**config.mk**
```make
export PLATFORM = sky130hd
export DESIGN_NAME = seat_heater_overtemp_controller
export DESIGN_NICKNAME = d
export VERILOG_FILES = /design/src/rtl/core/shoc_pkg.sv /design/src/rtl/core/shoc_lane.sv /design/src/rtl/core/shoc_merge.sv /design/src/rtl/core/seat_heater_overtemp_controller.sv
export SDC_FILE = /design/constraint.sdc
export NUM_CORES = 1
export LEC_CHECK = 0
export BUFFER_PORTS_ARGS = -buffer_cell sky130_fd_sc_hd__buf_2
export CORE_ASPECT_RATIO = 1.25
export CORE_MARGIN = 2
export CORE_UTILIZATION = 70
export DETAILED_ROUTE_END_ITERATION = 16
export GPL_TIMING_DRIVEN = 0
export HOLD_SLACK_MARGIN = 0.06
export PLACE_DENSITY = 0.88
export RECOVER_POWER = 50
export SYNTH_ARGS = -nofsm -noshare
export SYNTH_HDL_FRONTEND = slang
export SYNTH_SLANG_ARGS = --single-unit
```
**constraint.sdc**
```tcl
create_clock -name clk -period 20.3 [get_ports clk]
set_input_delay 1.015 -clock clk [delete_from_list [all_inputs] [get_ports clk]]
set_output_delay 1.015 -clock clk [all_outputs]
set_load 0.005 [all_outputs]
```
**src/rtl/core/shoc_pkg.sv**
```systemverilog
// Shared types, constants and table functions for the seat heater controller.
// Used by shoc_lane, shoc_merge and seat_heater_overtemp_controller.
package shoc_pkg;

  localparam int TABLE_POINTS = 13;
  localparam int IDX_W        = $clog2(TABLE_POINTS);
  localparam int CNT_W        = $clog2(TABLE_POINTS + 1);
  localparam int TEMP_W       = 6;
  localparam int RES_W        = 16;
  localparam int MS_W         = 32;
  localparam int PROD_W       = 18;
  localparam int STEP_C       = 5;
  localparam int TOP_TEMP_C   = 60;

  // NTC resistance in ohms at each table point, 60 C down to 0 C in 5 C steps
  localparam logic signed [RES_W:0] RES_POINTS [TABLE_POINTS] = '{
    17'sd2996,  17'sd3513,  17'sd4137,  17'sd4891,  17'sd5809,
    17'sd6929,  17'sd8304,  17'sd10000, 17'sd12100, 17'sd14720,
    17'sd18000, 17'sd22130, 17'sd27350
  };

  // Configuration register indexes
  localparam logic [1:0] CFG_MAX_TEMP   = 2'd0;
  localparam logic [1:0] CFG_HEAT_LIMIT = 2'd1;
  localparam logic [1:0] CFG_COOL_WAIT  = 2'd2;

  // Item kinds carried on the input tuser bit
  localparam logic CMD_TICK   = 1'b0;
  localparam logic CMD_SAMPLE = 1'b1;

  // Reset values of the configuration registers
  localparam logic [TEMP_W-1:0] MAX_TEMP_RST   = 6'd55;
  localparam logic [MS_W-1:0]   HEAT_LIMIT_RST = 32'd1200000;
  localparam logic [MS_W-1:0]   COOL_WAIT_RST  = 32'd10000;

  typedef struct packed {
    logic fire;
    logic sample;
  } upd_t;

  typedef struct packed {
    logic              heat_on;
    logic              cooling;
    logic [TEMP_W-1:0] temp_back;
    logic [TEMP_W-1:0] temp_seat;
  } res_t;

  function automatic logic [TEMP_W-1:0] point_temp(input logic [IDX_W-1:0] idx);
    int t;
    t = TOP_TEMP_C - STEP_C * int'(idx);
    return TEMP_W'(t);
  endfunction

  // k times the width of segment seg, the k-th fifth boundary of (r-lo)*5
  function automatic logic [PROD_W-1:0] seg_thr(input logic [IDX_W-1:0] seg,
                                                 input int k);
    logic signed [RES_W+1:0] span;
    int                      nxt;
    nxt  = (int'(seg) + 1 < TABLE_POINTS) ? int'(seg) + 1 : TABLE_POINTS - 1;
    span = RES_POINTS[IDX_W'(nxt)] - RES_POINTS[seg];
    return PROD_W'(k * int'(span));
  endfunction

endpackage

```
**src/rtl/core/shoc_lane.sv**
```systemverilog
// One NTC conversion lane: resistance to whole degrees Celsius.
// Two register stages: segment search, then fractional drop. Uses shoc_pkg.
module shoc_lane (
  input  logic                               clk,
  input  logic                               load,
  input  logic                               advance,
  input  logic signed [shoc_pkg::RES_W-1:0]  res,
  output logic        [shoc_pkg::TEMP_W-1:0] temp
);

  logic signed [shoc_pkg::RES_W-1:0]  res_r;
  logic        [shoc_pkg::IDX_W-1:0]  seg_r;
  logic                               lo_clamp_r;
  logic                               hi_clamp_r;
  logic        [shoc_pkg::TEMP_W-1:0] temp_r;

  logic        [shoc_pkg::CNT_W-1:0]  cnt;
  logic signed [shoc_pkg::RES_W:0]    res_x;
  logic signed [shoc_pkg::RES_W:0]    diff;
  logic        [shoc_pkg::PROD_W-1:0] prod;
  logic        [2:0]                  drop;
  logic        [shoc_pkg::TEMP_W-1:0] temp_nxt;

  assign res_x = {res[shoc_pkg::RES_W-1], res};

  // Count table points at or below the resistance
  always_comb begin
    cnt = '0;
    for (int j = 0; j < shoc_pkg::TABLE_POINTS; j++) begin
      if (res_x >= shoc_pkg::RES_POINTS[j]) begin
        cnt = cnt + 1'b1;
      end
    end
  end

  always_ff @(posedge clk) begin
    if (load) begin
      res_r      <= res;
      seg_r      <= shoc_pkg::IDX_W'(cnt - 1'b1);
      lo_clamp_r <= (res_x <= shoc_pkg::RES_POINTS[0]);
      hi_clamp_r <= (res_x >= shoc_pkg::RES_POINTS[shoc_pkg::TABLE_POINTS-1]);
    end
  end

  // Drop within a segment: how many fifths of its width (r-lo)*5 reaches
  always_comb begin
    diff = {res_r[shoc_pkg::RES_W-1], res_r} - shoc_pkg::RES_POINTS[seg_r];
    prod = shoc_pkg::PROD_W'(diff[shoc_pkg::RES_W-1:0]) * shoc_pkg::PROD_W'(3'd5);
    drop = '0;
    for (int k = 1; k < shoc_pkg::STEP_C; k++) begin
      if (prod >= shoc_pkg::seg_thr(seg_r, k)) begin
        drop = drop + 1'b1;
      end
    end
    if (lo_clamp_r) begin
      temp_nxt = shoc_pkg::point_temp('0);
    end else if (hi_clamp_r) begin
      temp_nxt = shoc_pkg::point_temp(shoc_pkg::IDX_W'(shoc_pkg::TABLE_POINTS - 1));
    end else begin
      temp_nxt = shoc_pkg::point_temp(seg_r) - shoc_pkg::TEMP_W'(drop);
    end
  end

  always_ff @(posedge clk) begin
    if (advance) begin
      temp_r <= temp_nxt;
    end
  end

  assign temp = temp_r;

endmodule

```
**src/rtl/core/shoc_merge.sv**
```systemverilog
// Merge stage: combines both lane temperatures with the heating timeout,
// over-temperature and resume rules. Holds the controller state. Uses shoc_pkg.
module shoc_merge (
  input  logic                               clk,
  input  logic                               rst_n,
  input  shoc_pkg::upd_t                     upd,
  input  logic        [shoc_pkg::TEMP_W-1:0] lane_back,
  input  logic        [shoc_pkg::TEMP_W-1:0] lane_seat,
  input  logic        [shoc_pkg::TEMP_W-1:0] max_temp,
  input  logic        [shoc_pkg::MS_W-1:0]   heat_limit,
  input  logic        [shoc_pkg::MS_W-1:0]   cool_wait,
  output shoc_pkg::res_t                     res_nxt
);

  logic                        heating_r,   heating_nxt;
  logic                        cool_r,      cool_nxt;
  logic [shoc_pkg::MS_W-1:0]   ms_r,        ms_nxt;
  logic [shoc_pkg::MS_W-1:0]   cstart_r,    cstart_nxt;
  logic [shoc_pkg::TEMP_W-1:0] back_r,      back_nxt;
  logic [shoc_pkg::TEMP_W-1:0] seat_r,      seat_nxt;

  always_comb begin
    heating_nxt = heating_r;
    cool_nxt    = cool_r;
    ms_nxt      = ms_r;
    cstart_nxt  = cstart_r;
    back_nxt    = back_r;
    seat_nxt    = seat_r;
    if (!upd.sample) begin
      ms_nxt = ms_r + 1'b1;
    end else begin
      back_nxt = lane_back;
      seat_nxt = lane_seat;
      if (heating_nxt && (ms_nxt > heat_limit)) begin
        heating_nxt = 1'b0;
        ms_nxt      = '0;
      end
      if (heating_nxt && ((lane_back > max_temp) || (lane_seat > max_temp))) begin
        cstart_nxt  = ms_nxt;
        heating_nxt = 1'b0;
        cool_nxt    = 1'b1;
      end
      if (!heating_nxt && cool_nxt && (ms_nxt > (cstart_nxt + cool_wait))) begin
        heating_nxt = 1'b1;
        cool_nxt    = 1'b0;
        cstart_nxt  = '0;
      end
    end
  end

  always_ff @(posedge clk) begin
    if (!rst_n) begin
      heating_r <= 1'b1;
      cool_r    <= 1'b0;
      ms_r      <= '0;
      cstart_r  <= '0;
      back_r    <= '0;
      seat_r    <= '0;
    end else if (upd.fire) begin
      heating_r <= heating_nxt;
      cool_r    <= cool_nxt;
      ms_r      <= ms_nxt;
      cstart_r  <= cstart_nxt;
      back_r    <= back_nxt;
      seat_r    <= seat_nxt;
    end
  end

  assign res_nxt.heat_on   = heating_nxt;
  assign res_nxt.cooling   = cool_nxt;
  assign res_nxt.temp_back = back_nxt;
  assign res_nxt.temp_seat = seat_nxt;

endmodule

```
**src/rtl/core/seat_heater_overtemp_controller.sv**
```systemverilog
// Seat heater over-temperature controller: two NTC lanes and a rule merge stage.
// A tick beat goes from the wait state straight to the merge update; a sample beat
// first passes lane search and lane drop. out_tvalid is registered from the merge
// update, and a waiting result holds the merge update. One item in flight at a time.
// Reset (rst_n, synchronous, active low): heating on, cooldown off, counters
// and temperatures zero, registers at their defaults, no result pending.
module seat_heater_overtemp_controller (
  input  logic        clk,
  input  logic        rst_n,
  // input stream
  input  logic        in_tvalid,
  output logic        in_tready,
  input  logic [31:0] in_tdata,   // [15:0] res_back, [31:16] res_seat
  input  logic [0:0]  in_tuser,   // [0] cmd
  // result stream
  output logic        out_tvalid,
  input  logic        out_tready,
  output logic [15:0] out_tdata,  // [0] heat_on, [1] cooling, [7:2] temp_back,
                                  // [13:8] temp_seat, [15:14] zero
  // configuration writes
  input  logic        cfg_we,
  input  logic [1:0]  cfg_addr,
  input  logic [31:0] cfg_wdata
);

  // One-hot sequencer: wait, lane segment stage, lane drop stage, merge update
  typedef enum logic [3:0] {
    S_IDLE  = 4'b0001,
    S_SEG   = 4'b0010,
    S_DROP  = 4'b0100,
    S_APPLY = 4'b1000
  } state_t;

  state_t state_r, state_nxt;

  logic [shoc_pkg::TEMP_W-1:0] max_temp_r;
  logic [shoc_pkg::MS_W-1:0]   heat_limit_r;
  logic [shoc_pkg::MS_W-1:0]   cool_wait_r;

  logic                        sample_r;
  logic                        out_valid_r;
  shoc_pkg::res_t              out_res_r;

  logic                        in_fire;
  logic                        apply_go;
  shoc_pkg::upd_t              upd;
  shoc_pkg::res_t              res_nxt;
  logic [shoc_pkg::TEMP_W-1:0] lane_back;
  logic [shoc_pkg::TEMP_W-1:0] lane_seat;

  assign in_tready = (state_r == S_IDLE);
  assign in_fire   = in_tvalid && in_tready;
  // Hold the merge update while the previous result still waits
  assign apply_go  = (state_r == S_APPLY) && (!out_valid_r || out_tready);

  // Configuration registers; writes to unknown indexes drop
  always_ff @(posedge clk) begin
    if (!rst_n) begin
      max_temp_r   <= shoc_pkg::MAX_TEMP_RST;
      heat_limit_r <= shoc_pkg::HEAT_LIMIT_RST;
      cool_wait_r  <= shoc_pkg::COOL_WAIT_RST;
    end else if (cfg_we) begin
      case (cfg_addr)
        shoc_pkg::CFG_MAX_TEMP:   max_temp_r   <= cfg_wdata[shoc_pkg::TEMP_W-1:0];
        shoc_pkg::CFG_HEAT_LIMIT: heat_limit_r <= cfg_wdata;
        shoc_pkg::CFG_COOL_WAIT:  cool_wait_r  <= cfg_wdata;
        default: ;
      endcase
    end
  end

  always_comb begin
    state_nxt = state_r;
    case (state_r)
      S_IDLE: begin
        if (in_fire) begin
          state_nxt = (in_tuser[0] == shoc_pkg::CMD_SAMPLE) ? S_SEG : S_APPLY;
        end
      end
      S_SEG:   state_nxt = S_DROP;
      S_DROP:  state_nxt = S_APPLY;
      S_APPLY: begin
        if (apply_go) begin
          state_nxt = S_IDLE;
        end
      end
      default: state_nxt = S_IDLE;
    endcase
  end

  always_ff @(posedge clk) begin
    if (!rst_n) begin
      state_r  <= S_IDLE;
      sample_r <= 1'b0;
    end else begin
      state_r <= state_nxt;
      if (in_fire) begin
        sample_r <= (in_tuser[0] == shoc_pkg::CMD_SAMPLE);
      end
    end
  end

  // Both lanes load their segment stage on every accepted beat, sample or tick
  shoc_lane u_lane_back (
    .clk     (clk),
    .load    (in_fire),
    .advance (state_r == S_SEG),
    .res     (in_tdata[15:0]),
    .temp    (lane_back)
  );

  shoc_lane u_lane_seat (
    .clk     (clk),
    .load    (in_fire),
    .advance (state_r == S_SEG),
    .res     (in_tdata[31:16]),
    .temp    (lane_seat)
  );

  assign upd.fire   = apply_go;
  assign upd.sample = sample_r;

  shoc_merge u_merge (
    .clk        (clk),
    .rst_n      (rst_n),
    .upd        (upd),
    .lane_back  (lane_back),
    .lane_seat  (lane_seat),
    .max_temp   (max_temp_r),
    .heat_limit (heat_limit_r),
    .cool_wait  (cool_wait_r),
    .res_nxt    (res_nxt)
  );

  // Output register: capture the result on the merge update, drop on take
  always_ff @(posedge clk) begin
    if (!rst_n) begin
      out_valid_r <= 1'b0;
    end else if (apply_go) begin
      out_valid_r <= 1'b1;
    end else if (out_tready) begin
      out_valid_r <= 1'b0;
    end
  end

  always_ff @(posedge clk) begin
    if (apply_go) begin
      out_res_r <= res_nxt;
    end
  end

  assign out_tvalid = out_valid_r;
  assign out_tdata  = {2'b00, out_res_r.temp_seat, out_res_r.temp_back,
                       out_res_r.cooling, out_res_r.heat_on};

`ifndef SYNTHESIS
  // Heating and cooldown are never reported together
  a_heat_xor_cool: assert property (@(posedge clk) disable iff (!rst_n)
    out_valid_r |-> !(out_res_r.heat_on && out_res_r.cooling))
    else $error("heat_on and cooling both set");

  // Converted temperatures stay within the table range
  a_temp_range: assert property (@(posedge clk) disable iff (!rst_n)
    out_valid_r |-> (out_res_r.temp_back <= 6'd60) && (out_res_r.temp_seat <= 6'd60))
    else $error("temperature out of range");

  // A new result only follows a merge update
  a_result_src: assert property (@(posedge clk) disable iff (!rst_n)
    $rose(out_valid_r) |-> $past(state_r == S_APPLY))
    else $error("result without merge update");
`endif

endmodule
```
==> impl_metrics.yaml <==
status:
  status: "finished with violations"
  violations: "capacitance limit, slew limit"
worst_setup_path:
  slowest_delay_ps: 1020
  cpMaxStageDelayCell: "a21oi_1"
  critPathLaunch: "u_merge.ms_r[1]"
  path_max_fanout: 10
  r2r_start: "u_merge.ms_r[1]"
  critPathKind: "register to register"
  cp-end-kind: "register"
  start_kind: "register"
  cp_common_cell: "a21oi_1"
  worst_ep_arrival_time_ps: 12590
  worstPathRequired_ps: 20780
yosys:
  synth_cells: 3225
  synth_edf_count: 70
  synth_seq_area_share_pct: 19.7
  avgSynthCellArea_um2: 8.14
  ys_warn_count: 0
  async_flop_share_pct: 0
  syn_area_um2: 26300
  synth.ff_latch_count: 224
  yosys-top-cells-area: "ha_1 (22%), dfxtp_1 (12%), edfxtp_1 (8.0%)"
  synth_area_leader_cell: "ha_1"
  synthDistinctLibCells: 113
  synthFlopType: "dfxtp_1"
  synth_top_area_share_pct: 22.1
final_layout:
  fin_util_pct: 76.0
  area_growth_pct: 7.27
  post_layout_nonfiller_instances: 3850
  n_fill_cell: 2807
  layout-drive-gt1-share_pct: 7.34
  finalNetCount: 3893
timing:
  rsz0062_at_grt: "false"
  timing.final.crit_share_pct: 59.7
  fin_skew_ps: 8.10
  setup-tns-final_ps: 0
  slew_violations: 45
  clock.fmax_mhz: 82.6
  period_needed_ps: 12110
  final-hold-violation-count: 0
  setup_violations: 0
  max_slew_margin_pct: -62.0
  tightest_slew_ps: 2430
worst_hold_path:
  hold_path.class: "register to register"
  holdCritStartpoint: "heat_limit_r[2]"
floorplanning:
  die-area_um2: 39100
  core_area_um2: 37100
  die_w_um: 177
  rows: 79
  die_y_um: 221
  initial_core_util_pct: 70.8
  io_pins: 90
global_routing:
  grt-ovfl-total: 0
  antenna_found_initial: 3
  grt_max_degree: 45
  grt.total_usage_pct: 36.8
  grt_pass1_wl_mm: 117
  grt_pass1_vias: 24300
detailed_routing:
  drt_wl_total_mm: 72.9
  ant_nets: 0
  dr.pass1.iters: 6
  vias: 24600
  wl_per_cell_um: 18.9
  drtIter0Drc: 1710
  drc_errors: 0
  via_per_inst: 6.39
clock_tree:
  ctsHoldBuffers: 0
  post-cts-setup-buffers: 0
  path_clk_slew_ps: 60
  cts_tree: "built"
  worstSkewPairLatency_ps: 540
  cts_buffers: 26
  clk_path_buf_depth: 3
  h-tree-depth: 1
  ctsRootBufferMaster: "clkbuf_16"
  cts_resized: 0
  numClockSinks: 224
placement:
  dp_hpwl_mm: 57.3
  numPlacedInstances: 3801
  numPortBuffers: 87
  gp_congestion: 0.994
job:
  drv_cap: 1
-- cell families (layout without fill, tap and decap cells) --
| kind of cell | after synthesis | in the layout | share of synthesized area, % |
|---|---|---|---|
| AND/OR/NAND/NOR | 973 | 973 | 18.1 |
| other | 1 | 3 | 0.0143 |
| buffers and inverters | 366 | 503 | 5.43 |
| multiplexers | 77 | 77 | 3.28 |
| flip-flops | 224 | 224 | 19.7 |
| XOR/XNOR | 207 | 207 | 7.88 |
| AO/OA/AOI/OAI | 892 | 892 | 22.1 |
| adder cells (fa/ha/maj) | 485 | 485 | 23.4 |
-- worst paths after layout --
path                                             end  slack, ps  cells past startpoint
worst min-delay path                 heat_limit_r[2]        460                      2
worst max-delay path            u_merge.cstart_r[29]       8190                     38
worst min register to register       heat_limit_r[2]        460                      2
worst max register to register  u_merge.cstart_r[29]       8190                     38
-- cell usage in the layout, fill, tap and decap left out, drive strengths merged, types with 73 or more instances in the layout --
cell type  netlist  final
inv            246    247
nand2          313    313
clkbuf          93    162
dfxtp          154    154
nor2           213    213
xnor2          124    124
a21o            83     83
ha             464    464
a21oi          278    278
xor2            77     77
buf             25     81
nand3           73     73
o21ai          177    177
-- sequential cells by signal (all words and copies together) (netlist names), 4 cells and up --
signal	cells
heat_limit_r	32
cool_wait_r	32
u_merge.seat_r	6
max_temp_r	6
u_merge.ms_r	32
u_merge.back_r	6
u_lane_seat.res_r	16
u_merge.cstart_r	32
u_lane_back.res_r	16
u_lane_seat.temp	6
u_lane_seat.seg_r	4
u_lane_back.seg_r	4
u_lane_back.temp	6
out_tdata	14
state_r	4
-- through the flow --
stage	hold slack [ps]	area, um2	worst slack [ps]
3_3_place_gp	439	27300	9120
4_1_cts	458	28200	8520
6_report	458	28200	8190
5_1_grt	469	28200	7330
3_5_place_dp	450	27300	8610
2_1_floorplan	434	26300	10540
-- critical path, delay by kind of cell (launching register included) --
kind                       cells  cell delay, ps
AOI/OAI and AO/OA             26            7960
adders and majority gates      4            1250
xor gates and xnor gates       1             160
DFF                            1             510
muxes                          1             370
buffers and inverters          3            1330
and+or+nand+nor                3             490
-- synth_stat cells (7+ instances only) --
cell type / number
and3_1: 20
o21bai_1: 21
mux2_2: 52
fa_1: 13
a22o_1: 35
nor4_1: 9
inv_1: 245
nor3b_1: 11
edfxtp_1: 70
a211o_1: 7
or2_2: 19
a211oi_1: 13
clkbuf_1: 91
a21oi_1: 278
and2_1: 48
nand2b_1: 49
xor2_1: 74
nor2b_1: 45
nand2_1: 312
nand3_1: 73
maj3_1: 8
a21boi_0: 21
a21o_1: 82
a31oi_1: 40
mux2i_1: 21
ha_1: 464
buf_2: 15
o21ai_0: 173
dfxtp_1: 154
nor2_1: 212
o2111ai_1: 9
o211ai_1: 29
o21a_1: 63
o31ai_1: 13
o31a_1: 9
a31o_2: 8
or3_1: 21
nand4_1: 41
nor3_1: 65
xnor2_1: 115
-- per-layer routing --
layer	vias to the layer above	wire (um)	global-route usage (%)
met4	2	4870	23.4
met1	11500	27900	39.2
met3	306	4300	6.24
li1	11800	-	-
met2	924	35900	67.1
met5	-	11	0
-- area by class of cell --
| cell class | instances | area (um2) | share of cell area (%) |
|---|---|---|---|
| antenna | 1 | 2.50 | 0.00888 |
| clock inverter | 12 | 86.3 | 0.307 |
| timing repair buffer | 90 | 412 | 1.46 |
| inverter | 248 | 936 | 3.32 |
| multi-input combinational | 2636 | 19700 | 69.8 |
| buffer | 118 | 490 | 1.74 |
| tap | 486 | 608 | 2.16 |
| clock buffer | 35 | 774 | 2.75 |
| sequential | 224 | 5180 | 18.4 |
Power is not shown: default switching activity piles up to over one toggle a cycle in this logic, so the estimate is an artifact.
